$ cat src/design/servo_pulse_interpolator_assert.svh
// ----------------------------------------------------------------------------
// Servo pulse interpolator assertion macros
// Short forms for clocked properties with synchronous active-low reset.
// ----------------------------------------------------------------------------
`ifndef SERVO_PULSE_INTERPOLATOR_ASSERT_SVH
`define SERVO_PULSE_INTERPOLATOR_ASSERT_SVH

// Same-cycle implication, disabled while reset is held
`define SPINT_ASSERT_SAME(lbl, clk, rstn, ante, cons, msg) \
    lbl: assert property (@(posedge clk) disable iff (!(rstn)) (ante) |-> (cons)) \
        else $error(msg);

// Next-cycle implication, disabled while reset is held
`define SPINT_ASSERT_NEXT(lbl, clk, rstn, ante, cons, msg) \
    lbl: assert property (@(posedge clk) disable iff (!(rstn)) (ante) |=> (cons)) \
        else $error(msg);

`endif

$ cat src/design/spint_pkg.sv
// ----------------------------------------------------------------------------
// spint_pkg
// Types and constants shared by the servo pulse interpolator modules.
// ----------------------------------------------------------------------------
`default_nettype none

package spint_pkg;

    // Field widths
    localparam int DUTY_W    = 12;
    localparam int CHAN_W    = 3;
    localparam int TIME_W    = 16;
    localparam int MDUR_W    = 15;
    localparam int TICK_W    = 11;
    localparam int OFF_W     = 12;
    localparam int MAG_W     = 11;
    localparam int PROD_W    = MAG_W + TICK_W;
    localparam int DIV_W     = TICK_W + 10;
    localparam int Q_W       = 11;
    localparam int DIV_STEPS = Q_W;
    localparam int CNT_W     = 4;
    localparam int NUM_DUTY_OUT = 8;

    // Limits and reset values
    localparam logic [DUTY_W-1:0] PULSE_MIN   = 12'd500;
    localparam logic [DUTY_W-1:0] PULSE_MAX   = 12'd2500;
    localparam logic [TIME_W-1:0] TIME_MIN    = 16'd20;
    localparam logic [TIME_W-1:0] TIME_MAX    = 16'd30000;
    localparam logic [MDUR_W-1:0] MDUR_RESET  = 15'd2000;
    // ms to 20 ms ticks: (x * 52429) >> 20 is exact for x <= 30000
    localparam logic [15:0]       RECIP20     = 16'd52429;
    localparam int                RECIP_SHIFT = 20;
    localparam logic [CNT_W-1:0]  DIV_LAST    = 4'(DIV_STEPS - 1);

    localparam logic OP_SET  = 1'b0;
    localparam logic OP_TICK = 1'b1;

    typedef struct packed {
        logic              op;
        logic [CHAN_W-1:0] channel;
        logic [DUTY_W-1:0] pulse;
        logic [TIME_W-1:0] move_time;
    } in_t;

    typedef struct packed {
        logic [DUTY_W-1:0] duty_ch0;
        logic [DUTY_W-1:0] duty_ch1;
        logic [DUTY_W-1:0] duty_ch2;
        logic [DUTY_W-1:0] duty_ch3;
        logic [DUTY_W-1:0] duty_ch4;
        logic [DUTY_W-1:0] duty_ch5;
        logic [DUTY_W-1:0] duty_ch6;
        logic [DUTY_W-1:0] duty_ch7;
        logic              moving;
        logic [TICK_W-1:0] ticks_left;
    } out_t;

    // Controller to datapath
    typedef struct packed {
        logic capture;
        logic apply_set;
        logic load;
        logic decrement;
        logic finish;
        logic mul;
        logic div_step;
        logic write;
        logic publish;
    } cmd_t;

    // Datapath to controller
    typedef struct packed {
        logic op;
        logic pending;
        logic active;
        logic rem_zero;
        logic div_last;
        logic chan_last;
        logic out_busy;
    } sts_t;

    // Power-up pulse width per channel
    function automatic logic [DUTY_W-1:0] reset_duty(input int ch);
        logic [DUTY_W-1:0] v;
        case (ch)
            3, 4: v = 12'd500;
            5:    v = 12'd900;
            default: v = 12'd1500;
        endcase
        return v;
    endfunction

endpackage

`default_nettype wire

$ cat src/design/spint_ctrl.sv
// ----------------------------------------------------------------------------
// spint_ctrl
// Sequencer: runs one request through set, ramp update and per-channel
// multiply/divide, then hands the result to the output register.
// ----------------------------------------------------------------------------
`default_nettype none

module spint_ctrl (
    input  wire logic            aclk,
    input  wire logic            aresetn,
    input  wire logic            s_valid,
    output logic                 s_ready,
    output spint_pkg::cmd_t      cmd,
    input  wire spint_pkg::sts_t sts
);
    import spint_pkg::*;

    typedef enum logic [7:0] {
        ST_IDLE  = 8'b0000_0001,
        ST_OP    = 8'b0000_0010,
        ST_STEP  = 8'b0000_0100,
        ST_EVAL  = 8'b0000_1000,
        ST_MUL   = 8'b0001_0000,
        ST_DIV   = 8'b0010_0000,
        ST_WRITE = 8'b0100_0000,
        ST_DONE  = 8'b1000_0000
    } state_t;

    state_t state_reg, state_next;

    assign s_ready = (state_reg == ST_IDLE);

    // Next state and commands
    always_comb begin
        state_next = state_reg;
        cmd        = '0;
        case (state_reg)
            ST_IDLE: begin
                if (s_valid) begin
                    cmd.capture = 1'b1;
                    state_next  = ST_OP;
                end
            end
            ST_OP: begin
                if (sts.op == OP_SET) begin
                    cmd.apply_set = 1'b1;
                    state_next    = ST_DONE;
                end else begin
                    cmd.load   = sts.pending;
                    state_next = ST_STEP;
                end
            end
            ST_STEP: begin
                if (sts.active) begin
                    cmd.decrement = 1'b1;
                    state_next    = ST_EVAL;
                end else begin
                    state_next = ST_DONE;
                end
            end
            ST_EVAL: begin
                if (sts.rem_zero) begin
                    cmd.finish = 1'b1;
                    state_next = ST_DONE;
                end else begin
                    state_next = ST_MUL;
                end
            end
            ST_MUL: begin
                cmd.mul    = 1'b1;
                state_next = ST_DIV;
            end
            ST_DIV: begin
                cmd.div_step = 1'b1;
                if (sts.div_last) begin
                    state_next = ST_WRITE;
                end
            end
            ST_WRITE: begin
                cmd.write  = 1'b1;
                state_next = sts.chan_last ? ST_DONE : ST_MUL;
            end
            ST_DONE: begin
                if (!sts.out_busy) begin
                    cmd.publish = 1'b1;
                    state_next  = ST_IDLE;
                end
            end
            default: begin
                state_next = ST_IDLE;
            end
        endcase
    end

    always_ff @(posedge aclk) begin
        if (!aresetn) begin
            state_reg <= ST_IDLE;
        end else begin
            state_reg <= state_next;
        end
    end

endmodule

`default_nettype wire

$ cat src/design/spint_datapath.sv
// ----------------------------------------------------------------------------
// spint_datapath
// Channel state, ramp counters, shared multiplier and radix-2 divider,
// and the output register.
// ----------------------------------------------------------------------------
`default_nettype none

module spint_datapath #(
    parameter int NUM_CHANNELS = 8
) (
    input  wire logic             aclk,
    input  wire logic             aresetn,
    input  wire spint_pkg::cmd_t  cmd,
    output spint_pkg::sts_t       sts,
    input  wire spint_pkg::in_t   s_data,
    output logic                  m_valid,
    input  wire logic             m_ready,
    output spint_pkg::out_t       m_data
);
    import spint_pkg::*;

    localparam int IDX_W = (NUM_CHANNELS > 1) ? $clog2(NUM_CHANNELS) : 1;
    localparam logic [IDX_W-1:0] LAST_IDX = IDX_W'(NUM_CHANNELS - 1);

    // Per-channel state
    logic [DUTY_W-1:0] cur_reg [NUM_CHANNELS];
    logic [DUTY_W-1:0] cur_next[NUM_CHANNELS];
    logic [DUTY_W-1:0] tgt_reg [NUM_CHANNELS];
    logic [DUTY_W-1:0] tgt_next[NUM_CHANNELS];
    logic [OFF_W-1:0]  off_reg [NUM_CHANNELS];
    logic [OFF_W-1:0]  off_next[NUM_CHANNELS];

    // Ramp control state
    logic [MDUR_W-1:0] mdur_reg, mdur_next;
    logic [TICK_W-1:0] total_reg, total_next;
    logic [TICK_W-1:0] rem_reg, rem_next;
    logic              pending_reg, pending_next;
    logic              active_reg, active_next;
    logic [IDX_W-1:0]  idx_reg, idx_next;

    // Request and divider working registers
    in_t               in_reg, in_next;
    logic [PROD_W-1:0] r_reg, r_next;
    logic [DIV_W-1:0]  d_reg, d_next;
    logic [Q_W-1:0]    q_reg, q_next;
    logic              neg_reg, neg_next;
    logic [CNT_W-1:0]  cnt_reg, cnt_next;

    // Output register
    logic              m_valid_reg, m_valid_next;
    out_t              out_reg, out_next;

    logic              set_ok;
    logic [TIME_W-1:0] time_clamped;
    logic [30:0]       tprod;
    logic [TICK_W-1:0] total_calc;
    logic [OFF_W-1:0]  off_sel;
    logic [OFF_W-1:0]  off_abs;
    logic              div_ge;
    logic [DUTY_W:0]   sum;
    logic [DUTY_W-1:0] duty_view[NUM_DUTY_OUT];

    // Set validity and move time clamp
    assign set_ok = (32'(in_reg.channel) < 32'(NUM_CHANNELS)) &&
                    (in_reg.pulse >= PULSE_MIN) && (in_reg.pulse <= PULSE_MAX);
    assign time_clamped = (in_reg.move_time < TIME_MIN) ? TIME_MIN :
                          (in_reg.move_time > TIME_MAX) ? TIME_MAX : in_reg.move_time;

    // Ramp length in ticks: move duration / 20 by reciprocal
    assign tprod      = 31'(mdur_reg) * 31'(RECIP20);
    assign total_calc = tprod[RECIP_SHIFT +: TICK_W];

    // Operand select for the shared multiplier
    assign off_sel = off_reg[idx_reg];
    assign off_abs = off_sel[OFF_W-1] ? (~off_sel + 1'b1) : off_sel;

    // Divider compare
    assign div_ge = (r_reg >= {1'b0, d_reg});

    // target + signed quotient, kept to 12 bits
    assign sum = {1'b0, tgt_reg[idx_reg]} +
                 (neg_reg ? (~{2'b00, q_reg} + 1'b1) : {2'b00, q_reg});

    // Status to the controller
    assign sts.op        = in_reg.op;
    assign sts.pending   = pending_reg;
    assign sts.active    = active_reg;
    assign sts.rem_zero  = (rem_reg == '0);
    assign sts.div_last  = (cnt_reg == DIV_LAST);
    assign sts.chan_last = (idx_reg == LAST_IDX);
    assign sts.out_busy  = m_valid_reg && !m_ready;

    // Reported duties; missing channels read zero
    for (genvar j = 0; j < NUM_DUTY_OUT; j++) begin : g_view
        if (j < NUM_CHANNELS) begin : g_has
            assign duty_view[j] = cur_reg[j];
        end else begin : g_none
            assign duty_view[j] = '0;
        end
    end

    // Next-state logic
    always_comb begin
        in_next      = in_reg;
        cur_next     = cur_reg;
        tgt_next     = tgt_reg;
        off_next     = off_reg;
        mdur_next    = mdur_reg;
        total_next   = total_reg;
        rem_next     = rem_reg;
        pending_next = pending_reg;
        active_next  = active_reg;
        idx_next     = idx_reg;
        r_next       = r_reg;
        d_next       = d_reg;
        q_next       = q_reg;
        neg_next     = neg_reg;
        cnt_next     = cnt_reg;
        m_valid_next = m_valid_reg && !m_ready;
        out_next     = out_reg;

        if (cmd.capture) begin
            in_next = s_data;
        end

        // Set request: new target and move time
        if (cmd.apply_set && set_ok) begin
            for (int i = 0; i < NUM_CHANNELS; i++) begin
                if (32'(in_reg.channel) == 32'(i)) begin
                    tgt_next[i] = in_reg.pulse;
                end
            end
            mdur_next    = time_clamped[MDUR_W-1:0];
            pending_next = 1'b1;
        end

        // Start a new ramp from the current duties
        if (cmd.load) begin
            pending_next = 1'b0;
            total_next   = total_calc;
            rem_next     = total_calc;
            active_next  = 1'b1;
            for (int i = 0; i < NUM_CHANNELS; i++) begin
                off_next[i] = OFF_W'({1'b0, cur_reg[i]} - {1'b0, tgt_reg[i]});
            end
        end

        if (cmd.decrement) begin
            if (rem_reg != '0) begin
                rem_next = rem_reg - 1'b1;
            end
            idx_next = '0;
        end

        // End of ramp: snap to targets
        if (cmd.finish) begin
            cur_next    = tgt_reg;
            active_next = 1'b0;
        end

        // |offset| * remaining, divider setup
        if (cmd.mul) begin
            r_next   = PROD_W'(off_abs[MAG_W-1:0]) * PROD_W'(rem_reg);
            d_next   = {total_reg, 10'b0};
            q_next   = '0;
            neg_next = off_sel[OFF_W-1];
            cnt_next = '0;
        end

        // One quotient bit per cycle
        if (cmd.div_step) begin
            if (div_ge) begin
                r_next = r_reg - {1'b0, d_reg};
            end
            q_next   = {q_reg[Q_W-2:0], div_ge};
            d_next   = d_reg >> 1;
            cnt_next = cnt_reg + 1'b1;
        end

        if (cmd.write) begin
            cur_next[idx_reg] = sum[DUTY_W-1:0];
            idx_next          = idx_reg + 1'b1;
        end

        // Result snapshot
        if (cmd.publish) begin
            m_valid_next        = 1'b1;
            out_next.duty_ch0   = duty_view[0];
            out_next.duty_ch1   = duty_view[1];
            out_next.duty_ch2   = duty_view[2];
            out_next.duty_ch3   = duty_view[3];
            out_next.duty_ch4   = duty_view[4];
            out_next.duty_ch5   = duty_view[5];
            out_next.duty_ch6   = duty_view[6];
            out_next.duty_ch7   = duty_view[7];
            out_next.moving     = active_reg;
            out_next.ticks_left = rem_reg;
        end
    end

    // State with defined reset values
    always_ff @(posedge aclk) begin
        if (!aresetn) begin
            for (int i = 0; i < NUM_CHANNELS; i++) begin
                cur_reg[i] <= reset_duty(i);
                tgt_reg[i] <= reset_duty(i);
                off_reg[i] <= '0;
            end
            mdur_reg    <= MDUR_RESET;
            total_reg   <= '0;
            rem_reg     <= '0;
            pending_reg <= 1'b1;
            active_reg  <= 1'b0;
            idx_reg     <= '0;
            cnt_reg     <= '0;
            m_valid_reg <= 1'b0;
        end else begin
            cur_reg     <= cur_next;
            tgt_reg     <= tgt_next;
            off_reg     <= off_next;
            mdur_reg    <= mdur_next;
            total_reg   <= total_next;
            rem_reg     <= rem_next;
            pending_reg <= pending_next;
            active_reg  <= active_next;
            idx_reg     <= idx_next;
            cnt_reg     <= cnt_next;
            m_valid_reg <= m_valid_next;
        end
    end

    // Payload registers
    always_ff @(posedge aclk) begin
        in_reg  <= in_next;
        r_reg   <= r_next;
        d_reg   <= d_next;
        q_reg   <= q_next;
        neg_reg <= neg_next;
        out_reg <= out_next;
    end

    assign m_valid = m_valid_reg;
    assign m_data  = out_reg;

endmodule

`default_nettype wire

$ cat src/design/servo_pulse_interpolator.sv
// A set request passes ST_OP then ST_DONE. A tick passes ST_OP and ST_STEP, and during
// a ramp ST_EVAL; unless it is the final tick, each channel then visits ST_MUL on one
// shared multiplier, the 11-step divider in ST_DIV and ST_WRITE, before ST_DONE.
// One request in flight: the next is accepted in the same cycle the result is
// presented, while that result may still wait in the output register.
// Reset (aresetn low, synchronous) restores power-up duties, no ramp, change pending.
`default_nettype none

module servo_pulse_interpolator #(
    parameter int NUM_CHANNELS = 8
) (
    input  wire logic             aclk,
    input  wire logic             aresetn,
    input  wire logic             s_valid,
    output logic                  s_ready,
    input  wire spint_pkg::in_t   s_data,
    output logic                  m_valid,
    input  wire logic             m_ready,
    output spint_pkg::out_t       m_data
);
    import spint_pkg::*;

    `include "servo_pulse_interpolator_assert.svh"

    cmd_t cmd;
    sts_t sts;

    spint_ctrl u_ctrl (
        .aclk    (aclk),
        .aresetn (aresetn),
        .s_valid (s_valid),
        .s_ready (s_ready),
        .cmd     (cmd),
        .sts     (sts)
    );

    spint_datapath #(
        .NUM_CHANNELS (NUM_CHANNELS)
    ) u_datapath (
        .aclk    (aclk),
        .aresetn (aresetn),
        .cmd     (cmd),
        .sts     (sts),
        .s_data  (s_data),
        .m_valid (m_valid),
        .m_ready (m_ready),
        .m_data  (m_data)
    );

    // Checks
    `SPINT_ASSERT_NEXT(a_busy_after_req, aclk, aresetn, s_valid && s_ready, !s_ready, "accepted request did not make block busy")
    `SPINT_ASSERT_NEXT(a_publish_valid, aclk, aresetn, cmd.publish, m_valid, "published result not presented")
    `SPINT_ASSERT_SAME(a_idle_no_ticks, aclk, aresetn, m_valid && !m_data.moving, m_data.ticks_left == '0, "ticks left while ramp stopped")
    `SPINT_ASSERT_SAME(a_ticks_bound, aclk, aresetn, m_valid, m_data.ticks_left <= 11'd1500, "ticks left beyond longest ramp")

endmodule

`default_nettype wire

$ cat config.mk
export PLATFORM = sky130hd
export DESIGN_NAME = servo_pulse_interpolator
export DESIGN_NICKNAME = d
export VERILOG_FILES = /design/src/design/spint_pkg.sv /design/src/design/spint_ctrl.sv /design/src/design/spint_datapath.sv /design/src/design/servo_pulse_interpolator.sv
export VERILOG_INCLUDE_DIRS = /design/src /design/src/design
export SDC_FILE = /design/constraint.sdc
export NUM_CORES = 2
export LEC_CHECK = 0
export BUFFER_PORTS_ARGS = -buffer_cell sky130_fd_sc_hd__buf_2
export CAP_MARGIN = 25
export CORE_MARGIN = 2
export CORE_UTILIZATION = 45
export DETAILED_ROUTE_END_ITERATION = 10
export GPL_ROUTABILITY_DRIVEN = 0
export GPL_TIMING_DRIVEN = 0
export SKIP_CTS_REPAIR_TIMING = 1
export SLEW_MARGIN = 20
export SYNTH_ARGS = -nofsm -noshare
export SYNTH_HDL_FRONTEND = slang
export SYNTH_SLANG_ARGS = --single-unit
export TNS_END_PERCENT = 10
$ cat constraint.sdc
create_clock -name aclk -period 19 [get_ports aclk]
set_clock_uncertainty 0.1 [all_clocks]
set_input_delay 3.8 -clock aclk [delete_from_list [all_inputs] [get_ports aclk]]
set_output_delay 3.8 -clock aclk [all_outputs]
set_load 0.01 [all_outputs]
=== Yosys cells after proc, flatten, opt, wreduce, memory -nomap -nowiden ===
Index checks and enable logic that the tools add are counted.

* Flip-flop bits (word level): 538
* Output and inout bits: 110
* Input port bits: 36
* Logic and storage cells: 175

* Muxes and demuxes: 54
* Multipliers: 2
* Equal/unequal tests: 20
* Order comparisons: 7
* Bitwise logic cells: 4
* Add/sub/neg operators: 15
* Reductions and logical operators: 21

{| class="wikitable"
|+ Operators by type and width
! cell !! number
|-
| 96-bit 2-to-1 mux || 2
|-
| 96-bit bitwise mux || 1
|-
| 12-bit subtractor || 8
|-
| 12-bit binary-select mux with 3-bit select || 2
|-
| 12-bit 2-to-1 mux || 6
|-
| 11-bit 2-to-1 mux || 6
|-
| 22-bit 2-to-1 mux || 3
|-
| 8-bit case mux with 8 select lines || 1
|-
| 8-bit 2-to-1 mux || 7
|-
| 20-bit 2-to-1 mux || 2
|-
| 12-bit demux with 3-bit select || 1
|-
| 15-bit by 16-bit multiplier with 31-bit output, second input constant || 1
|-
| 15-bit 2-to-1 mux || 2
|-
| 22-bit by 21-bit greater-or-equal comparator with 1-bit output || 1
|-
| 11-bit by 11-bit multiplier with 22-bit output || 1
|-
| 22-bit by 21-bit subtractor with 22-bit output || 1
|-
| 16-bit by 15-bit > comparator with 1-bit output, second input constant || 1
|-
| 16-bit by 5-bit less-than comparator with 1-bit output, second input constant || 1
|-
| 1-bit 2-to-1 mux || 16
|-
| 2-bit AND reduction || 8
|-
| 3-bit == test, second input constant || 5
|-
| 12-bit by 1-bit adder with 12-bit output, second input constant || 1
|-
| 12-bit adder || 1
|-
| 12-bit by 9-bit greater-or-equal comparator with 1-bit output, second input constant || 1
|-
| other kinds (34) || 44
|}

=== Logic depth before layout (Yosys ltp) ===
* Word-level depth: 11
* Mapped depth: 32
* Mapped depth without buffers: 29

=== Cells and area by module ===
From an unflattened synthesis, not the netlist that was laid out.

* Cell total of the unflattened synthesis: 3630
* Area total of the unflattened synthesis: 34632.0 µm²

{| class="wikitable"
|+ By module, submodules not included
! module !! seq. area each (µm²) !! area each (µm²) !! cells each !! instances
|-
| spint_datapath || 12331.8 || 34028.9 || 3558 || 1
|-
| spint_ctrl || 160.2 || 603.1 || 72 || 1
|}

=== Least setup slack after synthesis ===
Ideal clock, no wire load.

* Path type: in2reg
* From: in m_ready
* To: reg u_datapath.out_reg, in the netlist u_datapath.m_data[0], enable pin
* Setup slack: 9.613 ns
* Data arrival time: 8.699 ns
* Data required time: 18.312 ns
* Cell stages on the path: 2
* Path buffers: 0
* Library setup time: 0.588 ns
* Cells stage by stage: nand2b_1 -> nor2b_1

{| class="wikitable"
|+ RTL lines
! item !! line !! text
|-
| from (decl) || servo_pulse_interpolator.sv:18 || <nowiki>input wire logic m_ready,</nowiki>
|-
| to (signal assigned) || spint_datapath.sv:239 || <nowiki>out_reg <= out_next;</nowiki>
|-
| to (decl) || spint_datapath.sv:51 || <nowiki>out_t out_reg, out_next;</nowiki>
|}

=== Worst setup path after layout ===
* From: reg u_datapath.idx_reg[0]
* To: reg u_datapath.r_reg[18]

* Word-level cells in the longest chain between the ends: 11

{| class="wikitable"
|+ RTL lines
! item !! line !! text
|-
| from (decl) || spint_datapath.sv:39 || <nowiki>logic [IDX_W-1:0] idx_reg, idx_next;</nowiki>
|-
| from (signal assigned) || spint_datapath.sv:226 || <nowiki>idx_reg <= idx_next;</nowiki>
|-
| 3-bit inverter with 4-bit output (implied by the code) * || spint_datapath.sv:74 || <nowiki>assign off_sel = off_reg[idx_reg];</nowiki>
|-
| 12-bit binary-select mux with 3-bit select * || spint_datapath.sv:74 ||
|-
| 12-bit 2-to-1 mux (implied by the code) * (2 in a row) || spint_datapath.sv:74 ||
|-
| 11-bit inverter || spint_datapath.sv:75 || <nowiki>assign off_abs = off_sel[OFF_W-1] ? (~off_sel + 1'b1) : off_sel;</nowiki>
|-
| 11-bit by 1-bit adder with 11-bit output || spint_datapath.sv:75 ||
|-
| 11-bit 2-to-1 mux * || spint_datapath.sv:75 ||
|-
| 11-bit by 11-bit multiplier with 22-bit output * || spint_datapath.sv:163 || <nowiki>r_next = PROD_W'(off_abs[MAG_W-1:0]) * PROD_W'(rem_reg);</nowiki>
|-
| 22-bit 2-to-1 mux * || spint_datapath.sv:162 || <nowiki>if (cmd.mul) begin</nowiki>
|-
| 22-bit 2-to-1 mux || spint_datapath.sv:172 || <nowiki>if (div_ge) begin</nowiki>
|-
| 22-bit 2-to-1 mux * || spint_datapath.sv:171 || <nowiki>if (cmd.div_step) begin</nowiki>
|-
| named net u_datapath.r_next[18] || spint_datapath.sv:43 || <nowiki>logic [PROD_W-1:0] r_reg, r_next;</nowiki>
|-
| to (signal assigned) || spint_datapath.sv:235 || <nowiki>r_reg <= r_next;</nowiki>
|-
| to (decl) || spint_datapath.sv:43 ||
|}

Mark *: on every way through the listed nets, which the timed path passes. The rest lies on a longest branch. The select of a mux whose other input is x is not followed.
A chain may end at the register's enable or synchronous reset.

==> results.toml <==
[status]
status = "finished clean"

[route]
wire_per_inst_um = 24.4
viasPerCell = 5.80
dr.first_iter.drc_count = 3201
route.vias.total = 29200
antenna_left = 0
routed_wl_mm = 123
drc_errors = 0
first_pass_iters = 9

[critical_path]
path_max_fanout = 10
r2r_end = "u_datapath.r_reg[18]$_DFF_P_"
cp.depth = 29
r2r_slack_ps = 10100
cp_data_arrival_time_ps = 9320
cp_slowest_cell = "mux2i_1"
critPathTopFamily = "adder cells"
crit_type = "reg -> reg"
worstSetupEndpointType = "flop"
cp_common_cell = "fa_1"
crit_path_start_kind = "flop"
required_ps = 19430
rr_worst_depth = 29
cp_num_buf_inv = 7
slowest_delay_ps = 570
reg2reg_from = "u_datapath.idx_reg[0]$_SDFFE_PN0P_"

[clocking]
cts.sinks = 538
cts.path.max_buffers = 3
cts_tree = "yes"
clk_latency_ps = 690
h-tree-depth = 2
path_clk_slew_ps = 70
cts_buffers = 59
clockRootBuffer = "clkbuf_16"

[timing]
tightest_slew_ps = 1220
finalSetupViolCount = 0
post-route-period-util_pct = 46.8
rsz0062_at_grt = "no"
fmax_mhz = 112
fin_crit_ps = 8900
relSlewSlack_pct = 18.9
slew_viol_final = 0
hold_viol = 0
tns_ps = 0

[hold_path]
min_from = "u_datapath.cur_reg[48]$_SDFF_PN0_"
hold_end = "u_datapath.m_data[60]$_DFFE_PP_"
whs_path_depth = 0
worst_hold_path_type = "reg -> reg"

[global_routing]
grt_first_pass_wirelength_mm = 177
grt_overflow_total = 0
grt_pass1_vias = 27000
grt_max_degree = 33
grt_use_total_pct = 30.7
antenna_found_initial = 2

[place]
numPortBuffers = 144
hpwl_mm = 94.2

[power_and_ir_drop]
p_leak_nw = 16.4
power.density_mw_per_mm2 = 67.2
ir_drop_mv = 0.0815

[yosys]
synth_edf_count = 172
synthDominantCellAreaShare_pct = 21.4
synthCells = 3776
synth.cell_area_sq_mm = 0.0343
synth.area.top_cells = "dfxtp_1 (21%), edfxtp_1 (15%), ha_1 (11%)"
synth_fp_nets = 4260
synth_top_area_cell = "dfxtp_1"
avgSynthCellArea_sq_um = 9.08
synth.distinct_cells = 88
synthArstFlopShare_pct = 0
synth_flop_cell = "dfxtp_1"
yosys_warnings = 0
ys_ff_latch = 538
yosysSeqAreaShare_pct = 36.4

[floorplan]
die-area_sq_mm = 0.0784
num_rows = 101
core_area_sq_mm = 0.0757
start_util_pct = 45.3
pin_count = 146
die_h_um = 280
die-width_um = 280

[layout]
drive_above_1_share_pct = 9.38
top_register = "u_datapath.m_data"
largest_reg_flops = 108
fin_util_pct = 51.0
syn2layout_area_growth_pct = 12.6
nets = 4484

[job]
maxCapViolCount = 0
[cells in the mapped netlist, types with 34 or more instances]
library cell	instances
o211ai_1	138
nor3_1	52
nand2_1	522
clkbuf_1	141
edfxtp_1	172
inv_1	386
a21oi_1	201
ha_1	299
xor2_1	38
and2_1	67
nor2_1	252
or3_1	36
fa_1	149
xnor2_1	77
nor2b_1	65
mux2i_1	72
o21ai_0	206
nand2b_1	34
dfxtp_1	366
nand3_1	88
[report_power, final]
part           switching [W]  leakage (nW)  internal (W)
registers         0.00000781          4.67       0.00119
clock network       0.000523         0.986      0.000679
logic               0.000130          10.7     0.0000660
total               0.000660          16.4       0.00194
[area by class of cell]
cell class / count / area, sq um
antenna: 4 / 10.0
buffer: 195 / 846
clock buffer: 86 / 1770
clock inverter: 25 / 243
fill: 7108 / 37100
inverter: 388 / 1460
multi-input combinational: 2655 / 19600
sequential: 538 / 12500
tap: 978 / 1220
timing repair buffer: 163 / 986
[per-stage QoR]
step	total power, W	worst slack [ps]	instances	hold WS [ps]	instance area (sq um)
5_1_grt	0.00267	9540	5028	364	38600
4_1_cts	0.00261	10120	5026	333	38600
2_1_floorplan	0.00134	9610	3776	306	34300
3_3_place_gp	0.00141	6450	4898	315	36200
6_report	0.00260	10100	5032	335	38600
3_5_place_dp	0.00142	10150	4915	316	36600
[how the worst max path moves through the flow]
stage	from	endpoint
after global routing	u_datapath.idx_reg[0]$_SDFFE_PN0P_	u_datapath.r_reg[18]$_DFF_P_
after CTS	u_datapath.idx_reg[0]$_SDFFE_PN0P_	u_datapath.r_reg[20]$_DFF_P_
after floorplan	m_ready	u_datapath.m_data[0]$_DFFE_PP_
after detailed placement	u_datapath.idx_reg[0]$_SDFFE_PN0P_	u_datapath.r_reg[20]$_DFF_P_
final	u_datapath.idx_reg[0]$_SDFFE_PN0P_	u_datapath.r_reg[18]$_DFF_P_
after global placement	m_ready	u_datapath.m_data[72]$_DFFE_PP_
[routing by layer]
layer	vias up	share of wire (%)	track usage [%]
li1	13500	-	-
met1	13900	42	41.8
met2	1464	42	45.2
met3	346	11	7.96
met4	2	5.5	14.9
met5	-	0.0090	0
[kinds of logic after synthesis]
group,Yosys count,share of synthesized area [%]
flops,538,36.4
xor+xnor,115,2.94
mux,96,3.28
fa+ha+maj,448,19.6
compound gates,778,14.5
simple gates,1218,16.5
buf+inv,583,6.71
[worst reg2reg max path, delay by kind of cell, from the launching register on]
kind	cells	cell delay [ps]
flops	1	350
simple gates	5	1000
fa+ha+maj	7	3040
buf+inv	7	1480
compound gates	4	880
mux	4	1340
xor+xnor	2	560
[cell usage in the layout (no fill, tap or decap), drive strengths merged, types with 34 or more instances in the layout]
cell	n
mux2i	72
nand2b	34
and2	67
dfxtp	366
xnor2	77
nor2	253
ha	299
nor2b	65
inv	390
o21ai	209
o211ai	138
nand3	88
xor2	38
buf	216
nand2	523
or3	36
fa	149
nor3	54
edfxtp	172
a21oi	203
clkbuf	228
Note: power is estimated with default switching activity, not from simulation.
